--- src/sv/assert_macros.svh ---
// Assertion macros shared by the turmite step engine RTL.
// Every macro samples on clk and is disabled while rst_n is low.
`ifndef ASSERT_MACROS_SVH
`define ASSERT_MACROS_SVH
`ifndef ASSERT_OFF
// The condition must never hold.
`define ASSERT_NEVER(label, cond, msg) \
  label: assert property (@(posedge clk) disable iff (!rst_n) !(cond)) else $error(msg);
// The consequent must hold in the same cycle as the antecedent.
`define ASSERT_IMPLIES(label, ante, cons, msg) \
  label: assert property (@(posedge clk) disable iff (!rst_n) (ante) |-> (cons)) else $error(msg);
// The consequent must hold in the cycle after the antecedent.
`define ASSERT_NEXT(label, ante, cons, msg) \
  label: assert property (@(posedge clk) disable iff (!rst_n) (ante) |=> (cons)) else $error(msg);
`else
`define ASSERT_NEVER(label, cond, msg)
`define ASSERT_IMPLIES(label, ante, cons, msg)
`define ASSERT_NEXT(label, ante, cons, msg)
`endif
`endif

--- src/sv/tmt_pkg.sv ---
// Shared constants, types and helper functions of the turmite step engine.
// Used by every module of the block; depends on nothing else.
`default_nettype none

package tmt_pkg;

  localparam int GRID_SIZE  = 256;
  localparam int NUM_STATES = 256;
  localparam int COORD_W    = $clog2(GRID_SIZE);
  localparam int STATE_AW   = $clog2(NUM_STATES);
  // Signed width that holds a coordinate plus or minus an 8-bit move.
  localparam int SUM_W      = ((COORD_W > 8) ? COORD_W : 8) + 2;

  typedef logic [COORD_W-1:0]          coord_t;
  typedef logic signed [SUM_W-1:0]     sum_t;
  typedef logic [GRID_SIZE-1:0]        row_t;
  typedef logic [STATE_AW-1:0]         saddr_t;

  localparam coord_t ROW_LAST    = COORD_W'(GRID_SIZE - 1);
  localparam sum_t   COORD_MAX_S = SUM_W'(GRID_SIZE - 1);

  // Commands carried by an input request.
  localparam logic [1:0] CMD_WRITE   = 2'd0;
  localparam logic [1:0] CMD_STEP    = 2'd1;
  localparam logic [1:0] CMD_RESTART = 2'd2;

  // Configuration register indexes.
  localparam logic [2:0] CFG_START_X       = 3'd0;
  localparam logic [2:0] CFG_START_Y       = 3'd1;
  localparam logic [2:0] CFG_START_HEADING = 3'd2;
  localparam logic [2:0] CFG_START_STATE   = 3'd3;
  localparam logic [2:0] CFG_MOVE_FIRST    = 3'd4;

  // Directions in the low two heading bits.
  localparam logic [1:0] DIR_PX = 2'd0;
  localparam logic [1:0] DIR_NY = 2'd1;
  localparam logic [1:0] DIR_NX = 2'd2;
  localparam logic [1:0] DIR_PY = 2'd3;

  // Register values after reset.
  localparam logic [7:0] RST_START_X       = 8'd128;
  localparam logic [7:0] RST_START_Y       = 8'd128;
  localparam logic [7:0] RST_START_HEADING = 8'd64;
  localparam logic [7:0] RST_START_STATE   = 8'd0;
  localparam logic       RST_MOVE_FIRST    = 1'b0;

  typedef struct packed {
    logic [7:0] turn;
    logic [7:0] move;
    logic       toggle;
    logic [7:0] next;
  } action_t;

  typedef struct packed {
    action_t act_clr;
    action_t act_set;
  } rule_t;

  typedef struct packed {
    logic   clear_start;
    logic   rd_en;
    logic   tog_en;
    coord_t row;
    coord_t col;
  } grid_req_t;

  typedef struct packed {
    logic   en;
    saddr_t addr;
    rule_t  data;
  } rule_wr_t;

  typedef struct packed {
    logic       en;
    logic [7:0] state;
  } rule_rd_t;

  function automatic logic in_table(logic [7:0] v);
    return (32'(v) < NUM_STATES);
  endfunction

  function automatic saddr_t state_addr(logic [7:0] v);
    return STATE_AW'(v);
  endfunction

  function automatic coord_t start_coord(logic [7:0] v);
    coord_t c;
    if (32'(v) >= GRID_SIZE) begin
      c = '0;
    end else begin
      c = COORD_W'(v);
    end
    return c;
  endfunction

  function automatic sum_t ext_coord(coord_t c);
    return sum_t'({{(SUM_W-COORD_W){1'b0}}, c});
  endfunction

  function automatic sum_t ext_move(logic [7:0] d);
    return sum_t'({{(SUM_W-8){d[7]}}, d});
  endfunction

  // Leaving the grid jumps to the opposite edge; this is not a modulo.
  function automatic coord_t wrap_coord(sum_t s);
    coord_t c;
    if (s > COORD_MAX_S) begin
      c = '0;
    end else if (s[SUM_W-1]) begin
      c = ROW_LAST;
    end else begin
      c = s[COORD_W-1:0];
    end
    return c;
  endfunction

  function automatic logic [7:0] to_byte(coord_t c);
    return 8'(c);
  endfunction

  function automatic row_t bit_mask(coord_t c);
    return row_t'(1) << c;
  endfunction

endpackage

`default_nettype wire

--- src/sv/tmt_step_ctrl.sv ---
// Sequencer of the turmite: ant registers, configuration registers, move and
// turn arithmetic, and the result register. Depends on tmt_pkg and
// assert_macros.svh.
`default_nettype none
`include "assert_macros.svh"

module tmt_step_ctrl (
  input  wire logic                clk,
  input  wire logic                rst_n,
  input  wire logic                in_valid,
  output logic                     in_ready,
  input  wire logic [1:0]          in_command,
  input  wire logic                cfg_valid,
  output logic                     cfg_ready,
  input  wire logic [2:0]          cfg_index,
  input  wire logic [7:0]          cfg_data,
  output tmt_pkg::grid_req_t       grid_req,
  input  wire logic                cell_bit,
  input  wire logic                clear_busy,
  output tmt_pkg::rule_rd_t        rule_rd,
  input  wire tmt_pkg::action_t    act,
  output logic                     out_valid,
  input  wire logic                out_ready,
  output logic [7:0]               out_pos_x,
  output logic [7:0]               out_pos_y,
  output logic [7:0]               out_heading,
  output logic [7:0]               out_ant_state,
  output logic                     out_cell_seen,
  output logic                     out_cell_flipped
);

  localparam logic [2:0] S_IDLE  = 3'd0;
  localparam logic [2:0] S_READ  = 3'd1;
  localparam logic [2:0] S_WRITE = 3'd2;
  localparam logic [2:0] S_DONE  = 3'd3;
  localparam logic [2:0] S_CLEAR = 3'd4;

  logic [2:0]      st_r, st_nxt;
  logic            clr_report_r, clr_report_nxt;
  tmt_pkg::coord_t ant_x_r, ant_x_nxt, ant_y_r, ant_y_nxt;
  logic [7:0]      ant_head_r, ant_head_nxt, ant_state_r, ant_state_nxt;
  logic            seen_r, seen_nxt, flipped_r, flipped_nxt;
  logic [7:0]      start_x_r, start_x_nxt, start_y_r, start_y_nxt;
  logic [7:0]      start_head_r, start_head_nxt, start_state_r, start_state_nxt;
  logic            move_first_r, move_first_nxt;
  logic            out_valid_r, out_valid_nxt;
  logic [7:0]      out_pos_x_r, out_pos_y_r, out_heading_r, out_ant_state_r;
  logic            out_seen_r, out_flipped_r;

  logic            out_free;
  logic            out_load;
  logic [7:0]      head_turn;
  logic [1:0]      dir;
  tmt_pkg::sum_t   x_ext, y_ext, d_ext, x_sum, y_sum;
  tmt_pkg::coord_t x_new, y_new;

  assign in_ready  = (st_r == S_IDLE);
  assign cfg_ready = 1'b1;
  assign out_free  = !out_valid_r || out_ready;

  // Move and turn for the step in flight; the move uses the heading before
  // the turn in move-first mode and the turned heading otherwise.
  always_comb begin
    head_turn = ant_head_r + act.turn;
    dir       = move_first_r ? ant_head_r[1:0] : head_turn[1:0];
    x_ext     = tmt_pkg::ext_coord(ant_x_r);
    y_ext     = tmt_pkg::ext_coord(ant_y_r);
    d_ext     = tmt_pkg::ext_move(act.move);
    x_sum     = x_ext;
    y_sum     = y_ext;
    case (dir)
      tmt_pkg::DIR_PX: x_sum = x_ext + d_ext;
      tmt_pkg::DIR_NY: y_sum = y_ext - d_ext;
      tmt_pkg::DIR_NX: x_sum = x_ext - d_ext;
      default:         y_sum = y_ext + d_ext;
    endcase
    x_new = tmt_pkg::wrap_coord(x_sum);
    y_new = tmt_pkg::wrap_coord(y_sum);
  end

  always_comb begin
    st_nxt          = st_r;
    clr_report_nxt  = clr_report_r;
    ant_x_nxt       = ant_x_r;
    ant_y_nxt       = ant_y_r;
    ant_head_nxt    = ant_head_r;
    ant_state_nxt   = ant_state_r;
    seen_nxt        = seen_r;
    flipped_nxt     = flipped_r;
    start_x_nxt     = start_x_r;
    start_y_nxt     = start_y_r;
    start_head_nxt  = start_head_r;
    start_state_nxt = start_state_r;
    move_first_nxt  = move_first_r;
    out_load        = 1'b0;

    grid_req        = '0;
    grid_req.row    = ant_y_r;
    grid_req.col    = ant_x_r;
    rule_rd         = '0;
    rule_rd.state   = ant_state_r;

    case (st_r)
      S_IDLE: begin
        if (in_valid) begin
          case (in_command)
            tmt_pkg::CMD_STEP: begin
              grid_req.rd_en = 1'b1;
              rule_rd.en     = 1'b1;
              st_nxt         = S_READ;
            end
            tmt_pkg::CMD_RESTART: begin
              grid_req.clear_start = 1'b1;
              ant_x_nxt      = tmt_pkg::start_coord(start_x_r);
              ant_y_nxt      = tmt_pkg::start_coord(start_y_r);
              ant_head_nxt   = start_head_r;
              ant_state_nxt  = start_state_r;
              seen_nxt       = 1'b0;
              flipped_nxt    = 1'b0;
              clr_report_nxt = 1'b1;
              st_nxt         = S_CLEAR;
            end
            default: begin
              seen_nxt    = 1'b0;
              flipped_nxt = 1'b0;
              st_nxt      = S_DONE;
            end
          endcase
        end
      end
      S_READ: begin
        ant_x_nxt      = x_new;
        ant_y_nxt      = y_new;
        ant_head_nxt   = head_turn;
        ant_state_nxt  = act.next;
        seen_nxt       = cell_bit;
        flipped_nxt    = act.toggle;
        // Fetch the row at the new position for the toggle.
        grid_req.rd_en = 1'b1;
        grid_req.row   = y_new;
        st_nxt         = S_WRITE;
      end
      S_WRITE: begin
        grid_req.tog_en = flipped_r;
        out_load        = out_free;
        st_nxt          = out_free ? S_IDLE : S_DONE;
      end
      S_DONE: begin
        out_load = out_free;
        if (out_free) begin
          st_nxt = S_IDLE;
        end
      end
      S_CLEAR: begin
        if (!clear_busy) begin
          st_nxt = clr_report_r ? S_DONE : S_IDLE;
        end
      end
      default: begin
        st_nxt = S_IDLE;
      end
    endcase

    if (cfg_valid) begin
      case (cfg_index)
        tmt_pkg::CFG_START_X:       start_x_nxt     = cfg_data;
        tmt_pkg::CFG_START_Y:       start_y_nxt     = cfg_data;
        tmt_pkg::CFG_START_HEADING: start_head_nxt  = cfg_data;
        tmt_pkg::CFG_START_STATE:   start_state_nxt = cfg_data;
        tmt_pkg::CFG_MOVE_FIRST:    move_first_nxt  = cfg_data[0];
        default: ;
      endcase
    end

    if (out_load) begin
      out_valid_nxt = 1'b1;
    end else if (out_ready) begin
      out_valid_nxt = 1'b0;
    end else begin
      out_valid_nxt = out_valid_r;
    end
  end

  always_ff @(posedge clk) begin
    if (!rst_n) begin
      st_r          <= S_CLEAR;
      clr_report_r  <= 1'b0;
      ant_x_r       <= tmt_pkg::start_coord(tmt_pkg::RST_START_X);
      ant_y_r       <= tmt_pkg::start_coord(tmt_pkg::RST_START_Y);
      ant_head_r    <= tmt_pkg::RST_START_HEADING;
      ant_state_r   <= tmt_pkg::RST_START_STATE;
      seen_r        <= 1'b0;
      flipped_r     <= 1'b0;
      start_x_r     <= tmt_pkg::RST_START_X;
      start_y_r     <= tmt_pkg::RST_START_Y;
      start_head_r  <= tmt_pkg::RST_START_HEADING;
      start_state_r <= tmt_pkg::RST_START_STATE;
      move_first_r  <= tmt_pkg::RST_MOVE_FIRST;
      out_valid_r   <= 1'b0;
    end else begin
      st_r          <= st_nxt;
      clr_report_r  <= clr_report_nxt;
      ant_x_r       <= ant_x_nxt;
      ant_y_r       <= ant_y_nxt;
      ant_head_r    <= ant_head_nxt;
      ant_state_r   <= ant_state_nxt;
      seen_r        <= seen_nxt;
      flipped_r     <= flipped_nxt;
      start_x_r     <= start_x_nxt;
      start_y_r     <= start_y_nxt;
      start_head_r  <= start_head_nxt;
      start_state_r <= start_state_nxt;
      move_first_r  <= move_first_nxt;
      out_valid_r   <= out_valid_nxt;
    end
  end

  always_ff @(posedge clk) begin
    if (out_load) begin
      out_pos_x_r     <= tmt_pkg::to_byte(ant_x_r);
      out_pos_y_r     <= tmt_pkg::to_byte(ant_y_r);
      out_heading_r   <= ant_head_r;
      out_ant_state_r <= ant_state_r;
      out_seen_r      <= seen_r;
      out_flipped_r   <= flipped_r;
    end
  end

  assign out_valid        = out_valid_r;
  assign out_pos_x        = out_pos_x_r;
  assign out_pos_y        = out_pos_y_r;
  assign out_heading      = out_heading_r;
  assign out_ant_state    = out_ant_state_r;
  assign out_cell_seen    = out_seen_r;
  assign out_cell_flipped = out_flipped_r;

  `ASSERT_IMPLIES(a_busy_clear, clear_busy, st_r == S_CLEAR, "grid clear outside clear state")
  `ASSERT_NEXT(a_read_next, st_r == S_READ, st_r == S_WRITE, "step read not followed by write")
  `ASSERT_NEXT(a_step_go, in_valid && in_ready && (in_command == tmt_pkg::CMD_STEP), st_r == S_READ, "step request not started")

endmodule

`default_nettype wire

--- config.mk ---
export PLATFORM = sky130hd
export DESIGN_NAME = tmt_step_ctrl
export DESIGN_NICKNAME = d
export VERILOG_FILES = /design/src/sv/tmt_pkg.sv /design/src/sv/tmt_step_ctrl.sv
export VERILOG_INCLUDE_DIRS = /design/src /design/src/sv
export SDC_FILE = /design/constraint.sdc
export NUM_CORES = 1
export LEC_CHECK = 0
export BUFFER_PORTS_ARGS = -buffer_cell sky130_fd_sc_hd__buf_2
export CAP_MARGIN = 40
export CORE_AREA = 2 2 101 103
export CTS_BUF_LIST = sky130_fd_sc_hd__clkbuf_8
export DETAILED_ROUTE_END_ITERATION = 12
export DIE_AREA = 0 0 103 105
export HOLD_SLACK_MARGIN = 0.15
export MAX_ROUTING_LAYER = met4
export PLACE_DENSITY = 0.88
export SLEW_MARGIN = 20
export SYNTH_ARGS = -nofsm -noshare
export SYNTH_HDL_FRONTEND = slang
export SYNTH_SLANG_ARGS = --single-unit
export TNS_END_PERCENT = 1
--- constraint.sdc ---
create_clock -name clk -period 7 [get_ports clk]
set_clock_uncertainty 0.2 [all_clocks]
set_input_delay 0.35 -clock clk [delete_from_list [all_inputs] [get_ports clk]]
set_output_delay 0.35 -clock clk [all_outputs]
set_load 0.05 [all_outputs]
Word-level counts from Yosys, hierarchy flattened
Cells that the tools add are included.
- bits in latches: 0
- input port bits: 45
- output and inout port bits: 65
- memories kept: 0
- RAM bits: 0
- bits in registers: 106
- memory bits (read-only): 0
- word-level logic and storage cells: 104
- bitwise logic cells: 0
- $add $sub $neg: 5
- multiplexer cells: 42
- reductions and logical operators: 18
- div/mod/pow operators: 0
- equal/unequal tests: 17
- shift operators: 0
- multiply operators: 0
- $lt $le $gt $ge: 2
- operators with widths (kind ; count):
    $mux W8 ; 13
    $pmux W8 S2 ; 4
    $pmux W10 S2 ; 2
    $add A9 B8 Y10 ; 2
    $gt A10 B9 Y1 const B ; 2
    $sub A9 B8 Y10 ; 2
    $pmux W3 S5 ; 1
    $eq A3 B2 Y1 const B ; 4
    $reduce_and A3 Y1 ; 4
    $mux W1 ; 11
    $reduce_and A2 Y1 ; 5
    $mux W3 ; 3
    $add A8 B8 Y8 ; 1
    $mux W2 ; 4
    $ne A2 B2 Y1 const B ; 4
    $eq A3 B1 Y1 const B ; 2
    $eq A3 B3 Y1 const B ; 2
    $logic_not A3 Y1 ; 2
    $pmux W1 S2 ; 3
    $pmux W3 S2 ; 1
    $eq A2 B1 Y1 const B ; 2
    $eq A2 B2 Y1 const B ; 2
    $reduce_bool A2 Y1 ; 2
    $reduce_or A2 Y1 ; 2
    4 further kinds ; 4

Longest topological paths before layout
Gate-level depths: netlist of run 1.
- depth after elaboration: 8
- mapped depth: 16
- mapped depth without buffers: 15

Least setup slack after synthesis of run 1
No wires, ideal clock.
- kind: register -> output
- start point: reg ant_head_r[0]
- end point: out grid_req[10] (netlist bit)
- data arrival time: 4.012 ns
- data required time: 6.450 ns
- setup slack: 2.438 ns
- stages on the path, launching flop included: 15
- cells stage by stage: dfxtp_1 -> ha_1 -> inv_1 -> fa_1 -> nand2_1 -> o21ai_1 -> buf_4 -> mux2i_1 -> fa_1 -> a211oi_1 -> o21ai_0 -> nand3_1 -> xor2_2 -> a221oi_1 -> o21ai_0
- RTL lines (item ; line ; source):
    start: declaration ; tmt_step_ctrl.sv:41 ; logic [7:0] ant_head_r, ant_head_nxt, ant_state_r, ant_state_nxt;
    start signal: assignment ; tmt_step_ctrl.sv:190 ; ant_head_r <= tmt_pkg::RST_START_HEADING;
    start signal: assignment ; tmt_step_ctrl.sv:205 ; ant_head_r <= ant_head_nxt;
    end: declaration ; tmt_step_ctrl.sv:17 ; output tmt_pkg::grid_req_t grid_req,

==> impl_metrics.ini, run 1 <==
[detailed_routing]
routed_wl_mm = 14.3
drt-pass1-iter-count = 5
vias = 5084
drcViolationCount = 0
ant_nets = 0
wire_per_inst_um = 16.3
drt_iter0_drc = 359
avgViaCountPerCell = 5.80

[global_routing]
antenna_found_initial = 0
grt_max_degree = 54
grt_overflow = 0
track_usage = 0.277
grt_pass1_vias = 4833
grt_pass1_wl_mm = 22.9

[timing]
tightest_slew_ns = 0.808
rsz0062_at_grt = no
timing.final.ws_setup_ns = 1.47
fmax_mhz = 181
setup_viol = 0
period_needed_ns = 5.53
fin_crit_sh = 0.790
hold_viol = 0
slew-limit-headroom = 0.446
report.final.slew_viol_count = 0
tns_ns = 0

[place]
port_buffers = 108
hpwl_mm = 9.98
pre_cts_slack_ns = 1.91
place_congestion = 0.931

[worst_setup_path]
path_cells = ha_1, inv_1, fa_1, nand2_1, o21ai_1, mux2i_1, ha_1, nor2b_1, o31ai_1, a2bb2oi_1, o2111ai_1, mux2i_4, and3_1, nand2_1, buf_2
critPathMaxFanout = 11
r2r_start = ant_head_r[0]
critPathMaxStageDelay_ns = 0.61
cp_num_buf_inv = 2
cpMaxStageDelayCell = o21ai_1
end_kind = output port
reg2reg_depth = 14
crit_family = compound AO/OA/AOI/OAI gates
reg2reg_slack_ns = 2.27
critical_path_class = reg2out
critical_path_required_ns = 6.45
r2r_end = ant_y_r[6]
start_kind = flip-flop
worstPathArrival_ns = 4.98

[logic_synthesis]
synth_edf_count = 34
synthAdderAreaFrac = 0.0704
synth_top_area_cell = dfxtp_1
synth_xor_area_frac = 0.0416
syn_inst = 621
synth_top_family_by_area = compound AO/OA/AOI/OAI gates
synth_cell_types = 60
synth-seq-cells = 106
yosys-mux-area-fraction = 0.0148
synthArstFlopShare = 0
synthesis.nets = 696
yosysTopAreaCellShare = 0.255
ys_seq_area_frac = 0.436
synthFlopType = dfxtp_1
synth_area_um2 = 5650
syn_area_per_cell_um2 = 9.10
synth-compound-area-share = 0.215
netlist_top_cells_area = dfxtp_1, edfxtp_1, nand2_1
yosysWarnings = 0
yosys.area_share.simple = 0.185

[clock_network]
cts_made_buffers = 9
clockBufferDepth = 2
cts_hold_repair.buffers = 22
cts.sinks = 106
insertion_delay_ns = 0.39
htreeDepth = 3
cts_root_buf = clkbuf_8
tritoncts = yes
cts-resized-gates = 0
cts_setup_buffers = 0
clk_pin_slew_worst_paths_ns = 0.10

[die]
die_y_um = 105
io_pins = 110
row_count = 36
initial_core_util = 0.586
dieWidth_um = 103
die_area_um2 = 10800
core_area_um2 = 9640

[finish]
fillers = 780
multi_input_area_um2 = 2990
final_common_cell = nand2_1
areaGrowthSynthToFinish_pct = 19.0
final_nets = 814
final_cell_mix = nand2_1, buf_2, dfxtp_1
layout-drive-gt1-share = 0.194
diodes = 0
regArea_um2 = 2460

[pwr]
peakVddDrop_v = 0.000115
power.density_nw_per_um2 = 201
seq_power_share = 0.495
switching_power_mw = 0.426
p_sw_frac = 0.316
internal_power_mw = 0.924
leakage_nw = 2.88
power_frac_comb = 0.234
pwr-share-clk = 0.270

[hold_path]
whs_path_depth = 4
min_from = act[24]
min_delay_worst_endpoint = ant_head_r[7]
worst_hold_path_type = in2reg

[status]
status = finished clean

[run]
maxCapViolations = 0
==> metrics by stage <==
| step | power [mW] | cell area [µm²] | hold slack, ns | cells | util |
|---|---|---|---|---|---|
| after CTS | 1.35 | 6690 | 0.152 | 875 | 0.694 |
| after global placement | 0.970 | 6250 | 0.214 | 835 | 0.648 |
| final | 1.35 | 6720 | 0.148 | 877 | 0.697 |
| after detailed placement | 0.982 | 6280 | 0.231 | 837 | 0.652 |
| after global routing | 1.41 | 6720 | 0.191 | 877 | 0.697 |
| after floorplan | 0.906 | 5650 | 0.209 | 621 | - |
==> layer usage <==
layer,vias to the layer above,share of wire,track usage
met1,2402,0.43,0.351
li1,2459,-,-
met5,-,0,-
met2,191,0.49,0.437
met3,32,0.061,0.0435
met4,0,0.026,0.117
==> flip-flops by register name (all words and copies together) (netlist names), 3 cells and up <==
signal	count
start_y_r	8
start_x_r	8
ant_x_r	8
ant_state_r	8
out_heading	8
ant_y_r	8
out_pos_x	8
ant_head_r	8
st_r	3
out_pos_y	8
out_ant_state	8
start_state_r	8
start_head_r	8
==> power by group through the flow <==
stage	Clock (mW)	Combinational, mW	Sequential (mW)
2_1_floorplan	0	0.206	0.700
3_3_place_gp	0	0.289	0.681
3_5_place_dp	0	0.300	0.682
4_1_cts	0.369	0.311	0.668
5_1_grt	0.392	0.345	0.671
6_report	0.365	0.316	0.669
==> how the worst max path moves through the flow <==
stage                   from            to  slack, ns  depth (start not counted)
2_1_floorplan  ant_head_r[0]  grid_req[10]       2.44                         14
3_3_place_gp         act[17]  grid_req[13]       2.04                         16
3_5_place_dp         act[17]  grid_req[13]       1.91                         16
4_1_cts        ant_head_r[0]  grid_req[13]       1.50                         15
5_1_grt        ant_head_r[0]  grid_req[13]       1.14                         15
6_report       ant_head_r[0]  grid_req[14]       1.47                         15
==> tightest hold or removal path: stages <==
cell	delay (ns)
buf_2	0.09
xor2_1	0.07
xnor2_1	0.14
a21oi_1	0.06
==> synthesized netlist by cell type, types with 3 or more instances <==
library cell  count
nand2_1         113
dfxtp_1          72
nor2_1           38
edfxtp_1         34
a21boi_0         32
a21oi_1          32
ha_1             27
o21ai_0          27
clkbuf_1         24
inv_1            20
nand3_1          20
xnor2_1          20
nor2b_1          13
a22oi_1          12
o211a_1          12
nor3_1           10
and3_1            8
o221ai_1          7
nand2b_1          6
o21a_1            6
a31oi_1           5
and2_1            5
mux2i_1           5
xor2_1            5
a211oi_1          4
a221oi_1          4
nor3b_1           4
o21bai_1          4
or2_2             4
a21o_1            3
fa_1              3
nand3b_1          3
nor4_1            3
o211ai_1          3
==> logic make-up after synthesis <==
| family | Yosys count |
|---|---|
| mux | 7 |
| other cells | 1 |
| buf+inv | 49 |
| compound gates | 171 |
| fa+ha+maj | 30 |
| flops | 106 |
| xor+xnor | 26 |
| simple gates | 231 |
==> final cells by class <==
class,instances,share of cell area
multi-input combinational,466,0.444
sequential,106,0.366
tap,133,0.0248
clock inverter,5,0.00521
inverter,20,0.0112
timing repair buffer,136,0.126
clock buffer,11,0.0225
Note: power is estimated with default switching activity, not from simulation.
==> run 2: changes to the inputs <==
--- a/config.mk
+++ b/config.mk
@@ -8,13 +8,13 @@
 export LEC_CHECK = 0
 export BUFFER_PORTS_ARGS = -buffer_cell sky130_fd_sc_hd__buf_2
 export CAP_MARGIN = 40
-export CORE_AREA = 2 2 101 103
+export CORE_AREA = 2 2 103 105
 export CTS_BUF_LIST = sky130_fd_sc_hd__clkbuf_8
 export DETAILED_ROUTE_END_ITERATION = 12
-export DIE_AREA = 0 0 103 105
+export DIE_AREA = 0 0 105 107
 export HOLD_SLACK_MARGIN = 0.15
 export MAX_ROUTING_LAYER = met4
-export PLACE_DENSITY = 0.88
+export PLACE_DENSITY = 0.85
 export SLEW_MARGIN = 20
 export SYNTH_ARGS = -nofsm -noshare
 export SYNTH_HDL_FRONTEND = slang
==> constraint.sdc (replaced) <==
create_clock -name clk -period 5.2 [get_ports clk]
set_clock_uncertainty 0.2 [all_clocks]
set_input_delay 0.26 -clock clk [delete_from_list [all_inputs] [get_ports clk]]
set_output_delay 0.26 -clock clk [all_outputs]
set_load 0.05 [all_outputs]
==> run 2 against run 1 <==
- via count rose by 2.0%
- largest power group unchanged
- highest routed layer unchanged
- combinational power up 37%
- routed wire length grew 5.4%
==> impl_metrics.ini, run 2 (synthesis gave the netlist of run 1 again) <==
[pwr]
switching_power_mw = 0.591
internal_power_mw = 1.27
peakVddDrop_v = 0.000146
seq_power_share = 0.483
pwr-share-clk = 0.284
p_sw_frac = 0.317
leakage_nw = 2.89
power_frac_comb = 0.233
power.density_nw_per_um2 = 275

[detailed_routing]
wire_per_inst_um = 17.0
ant_nets = 0
routed_wl_mm = 15.1
avgViaCountPerCell = 5.86
drt-pass1-iter-count = 5
vias = 5188
drt_iter0_drc = 397
drcViolationCount = 0

[finish]
layout-drive-gt1-share = 0.199
areaGrowthSynthToFinish_pct = 20.0
fin_util = 0.672
final_nets = 818
final_common_cell = nand2_1
final_cell_mix = nand2_1, buf_2, dfxtp_1
fin_area_um2 = 6780

[worst_setup_path]
r2r_start = ant_head_r[0]
worstPathArrival_ns = 4.47
crit_path_start = ant_head_r[0]
critical_path_class = reg2out
critPathMaxFanout = 10
start_kind = flip-flop
end_kind = output port
critical_path_required_ns = 4.74

[clock_network]
htreeDepth = 3
cts_made_buffers = 9
insertion_delay_ns = 0.38
clockBufferDepth = 2
clk_pin_slew_worst_paths_ns = 0.11
tritoncts = yes
cts.sinks = 106
cts_root_buf = clkbuf_8
cts_setup_buffers = 0

[place]
pre_cts_slack_ns = 0.519
place_area_um2 = 6290
port_buffers = 108
hpwl_mm = 10.4
place_congestion = 0.950

[timing]
period_needed_ns = 4.93
whs_ns = 0.182
setup_viol = 0
slew-limit-headroom = 0.543
timing.final.ws_setup_ns = 0.270
report.final.slew_viol_count = 0
hold_viol = 0
tns_ns = 0
rsz0062_at_grt = no
tightest_slew_ns = 0.685
fin_crit_sh = 0.948
fmax_mhz = 203

[global_routing]
grt_pass1_vias = 4983
grt_overflow = 0
track_usage = 0.277
grt_pass1_wl_mm = 24.2
antenna_found_initial = 1
grt_max_degree = 75

[die]
core_area_um2 = 10100
die_y_um = 107
row_count = 37
die_area_um2 = 11200
dieWidth_um = 105
initial_core_util = 0.560
io_pins = 110

[hold_path]
worst_hold_path_type = in2reg
min_from = act[22]

[status]
status = finished clean

[run]
maxCapViolations = 0
## run 2: path summary, 6_finish.rpt
check / end / slack (ns) / cells past startpoint
hold reg to reg: out_cell_seen / 0.25 / 0
setup / recovery: grid_req[13] / 0.27 / 17
hold / removal: ant_head_r[5] / 0.18 / 5
setup reg to reg: ant_y_r[4] / 0.96 / 16
## run 2: what timing repair did
action                     4_1_cts  5_1_grt
hold buffers                    24        0
setup endpoints to repair        0        7
hold endpoints to repair        46        0
resized for setup                0        3
## run 2: area by class of cell
type	instances	area [µm²]
clock inverter	7	77.6
fill	809	3310
clock buffer	9	124
timing repair buffer	140	868
inverter	20	75.1
sequential	106	2460
tap	136	170
multi-input combinational	466	3000
antenna	1	2.50
## run 2: power groups by stage
stage	clock network [mW]	registers [mW]	logic, mW
floorplan	0	0.942	0.278
global placement	0	0.918	0.394
detailed placement	0	0.919	0.406
CTS	0.535	0.900	0.423
global route	0.568	0.904	0.475
finish	0.529	0.901	0.434
## run 2: worst max-delay path: stages (launching register included)
cell and delay, ns:
dfxtp_1 0.43, ha_1 0.22, inv_1 0.06, fa_1 0.57, nand2_1 0.07, o21ai_1 0.27, buf_4 0.24, a21oi_1 0.06
xnor2_1 0.15, ha_1 0.31, o21ai_0 0.25, nor2_1 0.08, a2bb2oi_1 0.17, o2111ai_2 0.27, mux2i_4 0.39, o311a_1 0.26
nand2_1 0.06, buf_2 0.21
## run 2: per-layer routing
metal | vias up | GRT usage | share of wire
met1 | 2464 | 0.338 | 0.42
met3 | 47 | 0.0347 | 0.060
met5 | - | - | 0
li1 | 2458 | - | -
met2 | 219 | 0.455 | 0.48
met4 | 0 | 0.143 | 0.038
## run 2: per-stage QoR
step	power [mW]	cells
CTS	1.86	882
detailed placement	1.32	842
global placement	1.31	840
global route	1.95	885
floorplan	1.22	621
finish	1.86	885
==> run 3: changes to the inputs <==
--- a/config.mk
+++ b/config.mk
@@ -14,7 +14,7 @@
 export DIE_AREA = 0 0 105 107
 export HOLD_SLACK_MARGIN = 0.15
 export MAX_ROUTING_LAYER = met4
-export PLACE_DENSITY = 0.85
+export PLACE_DENSITY = 0.92
 export SLEW_MARGIN = 20
 export SYNTH_ARGS = -nofsm -noshare
 export SYNTH_HDL_FRONTEND = slang
==> run 3 against run 2 <==
- sequential share of layout area up 0.20 points
- fmax is 0.67% higher
- power decreased by 3.3%
- critical endpoint unchanged
- non-clock buffer count down 1
- clock-buffer cell count unchanged
- core utilization decreased by 0.36 points
- via count down 0.93%
- setup slack better by 0.033 ns
- register-to-register slack gained 0.04 ns
- highest routed layer unchanged
- critical path type unchanged
- final cell count shrank 0.23%
- largest cell class unchanged
- global-route usage shrank 0.37 points
- sequential cell count stayed put
==> impl_metrics.ini, run 3 (synthesis gave the netlist of run 1 again) <==
[clock_network]
clk_pin_slew_worst_paths_ns = 0.10
cts.sinks = 106
tritoncts = yes
clockBufferDepth = 2
cts_made_buffers = 9
cts_root_buf = clkbuf_8
htreeDepth = 3
insertion_delay_ns = 0.38

[timing]
whs_ns = 0.169
setup_viol = 0
period_needed_ns = 4.90
fmax_mhz = 204
slew-limit-headroom = 0.414
tightest_slew_ns = 0.854
fin_crit_sh = 0.942
hold_viol = 0
timing.final.ws_setup_ns = 0.303
report.final.slew_viol_count = 0
tns_ns = 0
rsz0062_at_grt = no

[finish]
layout-drive-gt1-share = 0.195
final_nets = 817
fin_util = 0.668
instances_no_fill = 883
fin_area_um2 = 6750
final_common_cell = nand2_1
areaGrowthSynthToFinish_pct = 19.4
final_cell_mix = nand2_1, buf_2, dfxtp_1
fillers = 784
diodes = 0

[worst_setup_path]
r2r_start = ant_head_r[0]
reg2reg_depth = 16
reg2reg_slack_ns = 1.00
start_kind = flip-flop
crit_path_end = grid_req[13]
worstPathArrival_ns = 4.44
end_kind = output port
crit_path_start = ant_head_r[0]
critical_path_class = reg2out
critical_path_required_ns = 4.74
r2r_end = ant_y_r[4]
critPathMaxFanout = 11

[die]
core_area_um2 = 10100
die_area_um2 = 11200
io_pins = 110
initial_core_util = 0.560
dieWidth_um = 105
die_y_um = 107
row_count = 37

[global_routing]
grt_pass1_wl_mm = 23.8
track_usage = 0.273
antenna_found_initial = 0
grt_overflow = 0
grt_max_degree = 75
grt_pass1_vias = 4955

[detailed_routing]
drcViolationCount = 0
avgViaCountPerCell = 5.82
ant_nets = 0
drt_iter0_drc = 297
routed_wl_mm = 15.0
drt-pass1-iter-count = 5
wire_per_inst_um = 16.9
vias = 5140

[pwr]
power_mw = 1.80
leakage_nw = 2.88
peakVddDrop_v = 0.000174
power.density_nw_per_um2 = 267

[place]
dp.cells = 841
place_area_um2 = 6280
hpwl_mm = 10.1
port_buffers = 108
place_congestion = 1.00
pre_cts_slack_ns = 0.472

[run]
maxCapViolations = 0

[hold_path]
worst_hold_path_type = in2reg

[status]
status = finished clean
## run 3: cell count changes in the layout (fill, tap and decap cells not counted), sizes merged
cell / change
clkbuf: -1
clkinv: -1
bufinv: -1
inv: +2
diode: -1
## run 3: worst min-delay path by stage
| stage | cells after the start | end | from |
|---|---|---|---|
| after floorplan | 2 | start_head_r[6] | cfg_data[6] |
| after global placement | 0 | out_cell_seen | seen_r |
| after detailed placement | 0 | out_cell_seen | seen_r |
| after CTS | 5 | start_head_r[0] | cfg_index[1] |
| after global routing | 5 | ant_head_r[5] | act[22] |
| final | 5 | start_head_r[0] | cfg_index[1] |
## run 3: cell type report
class / count / area (µm²) / area share
multi-input combinational: 466 / 3000 / 0.444
sequential: 106 / 2460 / 0.365
timing repair buffer: 139 / 873 / 0.129
tap: 136 / 170 / 0.0252
clock buffer: 9 / 124 / 0.0184
inverter: 20 / 75.1 / 0.0111
clock inverter: 7 / 42.5 / 0.00631
## run 3: per-layer routing
layer,up-vias,part of all wire,track usage
li1,2465,-,-
met1,2426,0.41,0.328
met2,205,0.50,0.459
met3,44,0.057,0.0371
met4,0,0.033,0.127
met5,-,0,-
## run 3: timing repair
| action | CTS | global route |
|---|---|---|
| resized for setup | 0 | 2 |
| hold buffers | 24 | 0 |
| hold endpoints to repair | 46 | 0 |
| setup buffers | 0 | 1 |
| endpoints found under the setup margin | 0 | 8 |
## run 3: where the power goes
| group | switching, mW | leakage, nW | total, mW | internal (mW) |
|---|---|---|---|---|
| clock | 0.293 | 0.0973 | 0.468 | 0.175 |
| combinational | 0.266 | 1.89 | 0.434 | 0.168 |
| sequential | 0.0247 | 0.902 | 0.901 | 0.876 |
## run 3: critical path, stage by stage (launching register included)
cell and delay, ns:
dfxtp_1 0.44, ha_1 0.20, inv_1 0.06, fa_1 0.57, nand2_1 0.07, o21ai_1 0.14, buf_4 0.20, mux2i_1 0.14
fa_1 0.48, a211oi_1 0.35, o21ai_0 0.15, nand3_1 0.13, xor2_2 0.32, inv_1 0.10, o311a_1 0.37, nand2_1 0.07
buf_2 0.25
